<file path="src/hdl/mtbg_pkg.sv">
// Shared types and constants for the mesh tangent basis generator.
package mtbg_pkg;

    // Request kinds carried on the input tuser
    typedef enum logic [1:0] {
        REQ_LOAD = 2'd0,
        REQ_TRI  = 2'd1,
        REQ_FIN  = 2'd2,
        REQ_NONE = 2'd3
    } req_t;

    // Sequencer states
    typedef enum logic [3:0] {
        ST_IDLE,
        ST_ARD,
        ST_ACAP,
        ST_DIFF,
        ST_MUL,
        ST_ACC,
        ST_ELEM,
        ST_DIVS,
        ST_DIVW,
        ST_SQRT,
        ST_SQRTW,
        ST_SRD,
        ST_SCAP,
        ST_EMIT
    } state_t;

    // Arithmetic phases of the sequencer
    typedef enum logic [2:0] {
        PH_DET,
        PH_TNUM,
        PH_DOT,
        PH_VEC,
        PH_LEN,
        PH_RES,
        PH_CROSS,
        PH_HAND
    } phase_t;

    // Status of an iterative unit
    typedef struct packed {
        logic busy;
        logic done;
    } unit_stat_t;

    // Configuration register indexes
    localparam logic CFG_DET_THR  = 1'b0;
    localparam logic CFG_NULL_THR = 1'b1;

    // Divider datapath width and step count (overflow check plus 32 quotient bits)
    localparam int DIV_W      = 97;
    localparam int DIV_STEPS  = 33;
    localparam int SQRT_STEPS = 32;

endpackage

</file>
<file path="src/hdl/mtbg_sqrt.sv">
// Iterative integer square root of a 64-bit value, two radicand bits per cycle.
module mtbg_sqrt
    import mtbg_pkg::*;
(
    input  logic        clk,
    input  logic        rst_n,
    input  logic        start,
    input  logic [63:0] radicand,
    output logic [31:0] root,
    output unit_stat_t  stat
);

    logic [63:0] x_reg;
    logic [63:0] r_reg;
    logic [4:0]  cnt_reg;
    logic        busy_reg;
    logic        done_reg;
    logic [63:0] bit_w;
    logic [63:0] trial;
    logic        ge;

    assign bit_w = 64'd1 << {cnt_reg, 1'b0};
    assign trial = r_reg + bit_w;
    assign ge    = (x_reg >= trial);

    // Control: step count and status
    always_ff @(posedge clk or negedge rst_n)
    begin
        if (!rst_n)
        begin
            busy_reg <= 1'b0;
            done_reg <= 1'b0;
            cnt_reg  <= '0;
        end
        else
        begin
            done_reg <= 1'b0;
            if (start)
            begin
                busy_reg <= 1'b1;
                cnt_reg  <= 5'(SQRT_STEPS - 1);
            end
            else if (busy_reg)
            begin
                cnt_reg <= cnt_reg - 5'd1;
                if (cnt_reg == 5'd0)
                begin
                    busy_reg <= 1'b0;
                    done_reg <= 1'b1;
                end
            end
        end
    end

    // Datapath: digit-by-digit root
    always_ff @(posedge clk)
    begin
        if (start)
        begin
            x_reg <= radicand;
            r_reg <= '0;
        end
        else if (busy_reg)
        begin
            if (ge)
            begin
                x_reg <= x_reg - trial;
                r_reg <= (r_reg >> 1) + bit_w;
            end
            else
            begin
                r_reg <= r_reg >> 1;
            end
        end
    end

    assign root      = r_reg[31:0];
    assign stat.busy = busy_reg;
    assign stat.done = done_reg;

endmodule

</file>
<file path="config.mk">
export PLATFORM = sky130hd
export DESIGN_NAME = mtbg_sqrt
export DESIGN_NICKNAME = d
export VERILOG_FILES = /design/src/hdl/mtbg_pkg.sv /design/src/hdl/mtbg_sqrt.sv
export SDC_FILE = /design/constraint.sdc
export NUM_CORES = 1
export LEC_CHECK = 0
export BUFFER_PORTS_ARGS = -buffer_cell sky130_fd_sc_hd__buf_2
export CAP_MARGIN = 20
export CORE_ASPECT_RATIO = 0.9
export CORE_MARGIN = 3
export CORE_UTILIZATION = 29
export DETAILED_ROUTE_END_ITERATION = 8
export PLACE_DENSITY = 0.54
export SLEW_MARGIN = 30
export SYNTH_ARGS = -nofsm -noshare
export SYNTH_HDL_FRONTEND = slang
export SYNTH_SLANG_ARGS = --single-unit
</file>
<file path="constraint.sdc">
create_clock -name clk -period 29.5 [get_ports clk]
set_input_delay 1.475 -clock clk [delete_from_list [all_inputs] [get_ports clk]]
set_output_delay 1.475 -clock clk [all_outputs]
set_load 0.02 [all_outputs]
</file>
==> impl_results.md <==
- H-Tree Depth: 4
- Ys Warns: 0
- Yosys top cell by area: edfxtp_1
- Leakage: 6.190 nW
- CORE AREA: 49,710 µm²
- Post-Syn Nets: 2,141
- Post-DP HPWL: 38.17 mm
- Final slew viol count: 0
- Ys async rst share: 5.185%
- TNS Setup: 0 ps
- Area growth from synthesis to layout: 9.339%
- Final instance area: 16,130 µm²
- FMAX: 123.9 MHz
- Post-CTS Resized: 0
- CTS tree: yes
- Placed inst area: 15,500 µm²
- Placed insts: 2,584
- All-Layer GR Usage: 18.01%
- Antenna violations before repair: 0
- Clock latency on the worst-skew pair: 460 ps
- Worst IR Drop VDD: 0.04537 mV
- Most used DFF post-synth: edfxtp_1
- Initial Util: 29.67%
- Pin count of the biggest net entering global routing: 84
- IO buf count: 100
- Worst Tran Pin Value: 939.6 ps
- HP Class: flop to flop
- Post-route minimum period: 8072 ps
- Rows: 77
- Clock-pin slew of the registers on the worst-case setup and hold paths: 60 ps
- IO Count: 101
- Overflow after GRT: 0
- Setup violators final: 0
- Maxcap violations: 0
- Top cells by area, synth: edfxtp_1 13%, ha_1 11%, dfxtp_1 8.7%
- Status: finished, final reports clean
- First-pass GRT wire length: 76.98 mm
- Die height: 220.0 µm
- Final hold slack: 524.2 ps
- Crit path max fanout: 66
- Vias in the first global route: 13,819
- DRT Wirelength: 49.04 mm
- Die ar.: 53,610 µm²
- Die width: 243.7 µm
- CTS Buffer Depth: 2
- Non-filler instance count after layout: 2,616
- Yosys top cell area share: 13.03%
- Crit path arrival time: 8160 ps
- Crit path launch type: flop
- Drt first pass iters: 6
- Clk_skew: 9.607 ps
- Cts bufs inserted: 17
- Yosys reg bits: 135
- Final Net Count: 2,133
- Worst setup EP type: flop
- RSZ-0062 raised after global routing: no
- Critical path required time: 29,590 ps
- Vias per inst: 5.558
- # DRC: 0
- Wire per inst: 18.75 µm
- Post-Syn Area: 14,750 µm²
- PwrDens: 92.92 nW/µm²
- N_diodes: 0
- RePlAce Congestion: 0.9397
- Total number of vias: 14,539
- Number of hold violations in the final report: 0
- Cells after Synth: 1,940
- Postcts setup bufs: 0
- Register area share after synthesis: 22.90%
- CTS root buf: clkbuf_16
- Post-synth EDFFs: 64
- Fin crit share: 27.36%
- Syn Area/Cell: 7.603 µm²
- Worst setup path category: flop to flop
- Share of layout cells above drive strength 1: 9.254%
- Hold-fix buffers, CTS: 0
- Synth cell types: 83
- Clk sinks: 135
- Antenna Nets Post-Route: 0
- Slew HR: 37.36%
- 1st-iter DRT viols: 1,317
[Yosys cell counts, types with 5 or more instances]
library cell    n
a211o_1         5
a211oi_1       50
a21boi_0        5
a21o_1         40
a21oi_1       123
a221oi_1        6
a22oi_1         5
a311oi_1       17
a31o_2         13
a31oi_1        63
a41oi_1         5
and2_1         19
and3_1         21
and4_1          7
buf_2          18
buf_4          34
clkbuf_1       80
dfrtp_1         7
dfxtp_1        64
edfxtp_1       64
ha_1          133
inv_1          55
mux2i_1        11
nand2_1       241
nand2b_1       14
nand3_1        37
nand4_1        29
nor2_1        187
nor2b_1        16
nor3_1         33
nor3b_1         6
nor4_1         14
o2111ai_1       5
o211ai_1       14
o21a_1         17
o21ai_0       164
o21ai_1         5
o21bai_1       40
o22ai_1         6
o31ai_1        13
or2_2           7
or3_1          13
xnor2_1        87
xor2_1         80
[cell families (layout without fill, tap and decap cells)]
| kind of cell | Yosys count | in the layout | share of synthesized area (%) |
|---|---|---|---|
| AO/OA/AOI/OAI | 639 | 639 | 28.16 |
| XOR/XNOR | 167 | 167 | 9.916 |
| adder cells (fa/ha/maj) | 137 | 137 | 11.62 |
| buffers and inverters | 192 | 197 | 6.014 |
| flip-flops | 135 | 135 | 22.90 |
| multiplexers | 14 | 14 | 0.9755 |
| AND/OR/NAND/NOR | 656 | 656 | 20.41 |
[area by class of cell]
class | instances | area (µm²)
Multi-Input combinational cell | 1613 | 10500
Inverter | 56 | 210.2
Timing Repair Buffer | 109 | 574.3
Clock buffer | 25 | 538.0
Tap cell | 671 | 839.6
Fill cell | 5356 | 33580
Sequential cell | 135 | 3382
Clock inverter | 7 | 86.33
[stage by stage]
step | total power, W | util, % | setup slack [ps]
finish | 0.001499 | 32.44 | 21430
global route | 0.001619 | 32.44 | 21140
CTS | 0.001493 | 32.44 | 21460
detailed placement | 0.001248 | 31.19 | 21550
global placement | 0.001242 | 31.19 | 21680
floorplan | 0.001029 | - | 18910
[cell usage in the layout, fill, tap and decap left out, types with 7 or more instances in the layout]
| master | count |
|---|---|
| a211oi_1 | 50 |
| a21o_1 | 40 |
| a21oi_1 | 123 |
| a311oi_1 | 17 |
| a31o_2 | 13 |
| a31oi_1 | 63 |
| and2_1 | 18 |
| and3_1 | 21 |
| and4_1 | 7 |
| buf_2 | 99 |
| buf_4 | 9 |
| clkbuf_16 | 19 |
| dfxtp_1 | 64 |
| edfxtp_1 | 64 |
| ha_1 | 133 |
| inv_1 | 55 |
| mux2i_1 | 11 |
| nand2_1 | 241 |
| nand2b_1 | 14 |
| nand3_1 | 37 |
| nand4_1 | 29 |
| nor2_1 | 187 |
| nor2b_1 | 16 |
| nor3_1 | 33 |
| nor4_1 | 14 |
| o211ai_1 | 14 |
| o21a_1 | 17 |
| o21ai_0 | 163 |
| o21bai_1 | 40 |
| o31ai_1 | 13 |
| or2_2 | 7 |
| or3_1 | 13 |
| xnor2_1 | 87 |
| xor2_1 | 80 |
[report_power, final]
group / total (W) / internal (W) / switching, W
sequential: 0.000336 / 0.000285 / 0.0000511
clock: 0.000233 / 0.000143 / 0.0000904
combinational: 0.000929 / 0.000346 / 0.000582
total: 0.00150 / 0.000775 / 0.000724
[metal layers]
| metal | vias to the layer above | share of wire (%) | track usage [%] |
|---|---|---|---|
| met4 | 0 | 2.3 | 5.661 |
| met2 | 492 | 43 | 27.29 |
| met3 | 63 | 6.4 | 3.395 |
| met5 | - | 0 | 0 |
| met1 | 6894 | 49 | 25.72 |
| li1 | 7090 | - | - |
[worst max-delay path, cell delays in order (launching register included)]
cell	delay, ps
dfrtp_1	420
inv_1	110
ha_1	230
nand2b_1	180
nor2_1	140
ha_1	230
and2_1	160
maj3_1	390
a31oi_1	470
o21ai_2	210
a221oi_4	440
o21ai_1	220
a21o_1	240
a31o_2	270
xnor2_1	150
ha_1	610
nand4_1	140
nor2_1	310
nand4_1	340
or3_1	430
a311o_1	370
and2_2	200
buf_4	330
o21ai_4	220
buf_4	630
[final timing paths]
path	to	slack, ps	depth (start not counted)	from
max	x_reg[59]	21430	24	cnt_reg[0]
max reg2reg	x_reg[59]	21430	24	cnt_reg[0]
min reg2reg	r_reg[63]	520	2	r_reg[63]
min	r_reg[63]	520	2	r_reg[63]
max in group asynchronous	busy_reg	28450	1	rst_n
min in group asynchronous	done_reg	850	1	rst_n
(Power assumes the default switching activity.)
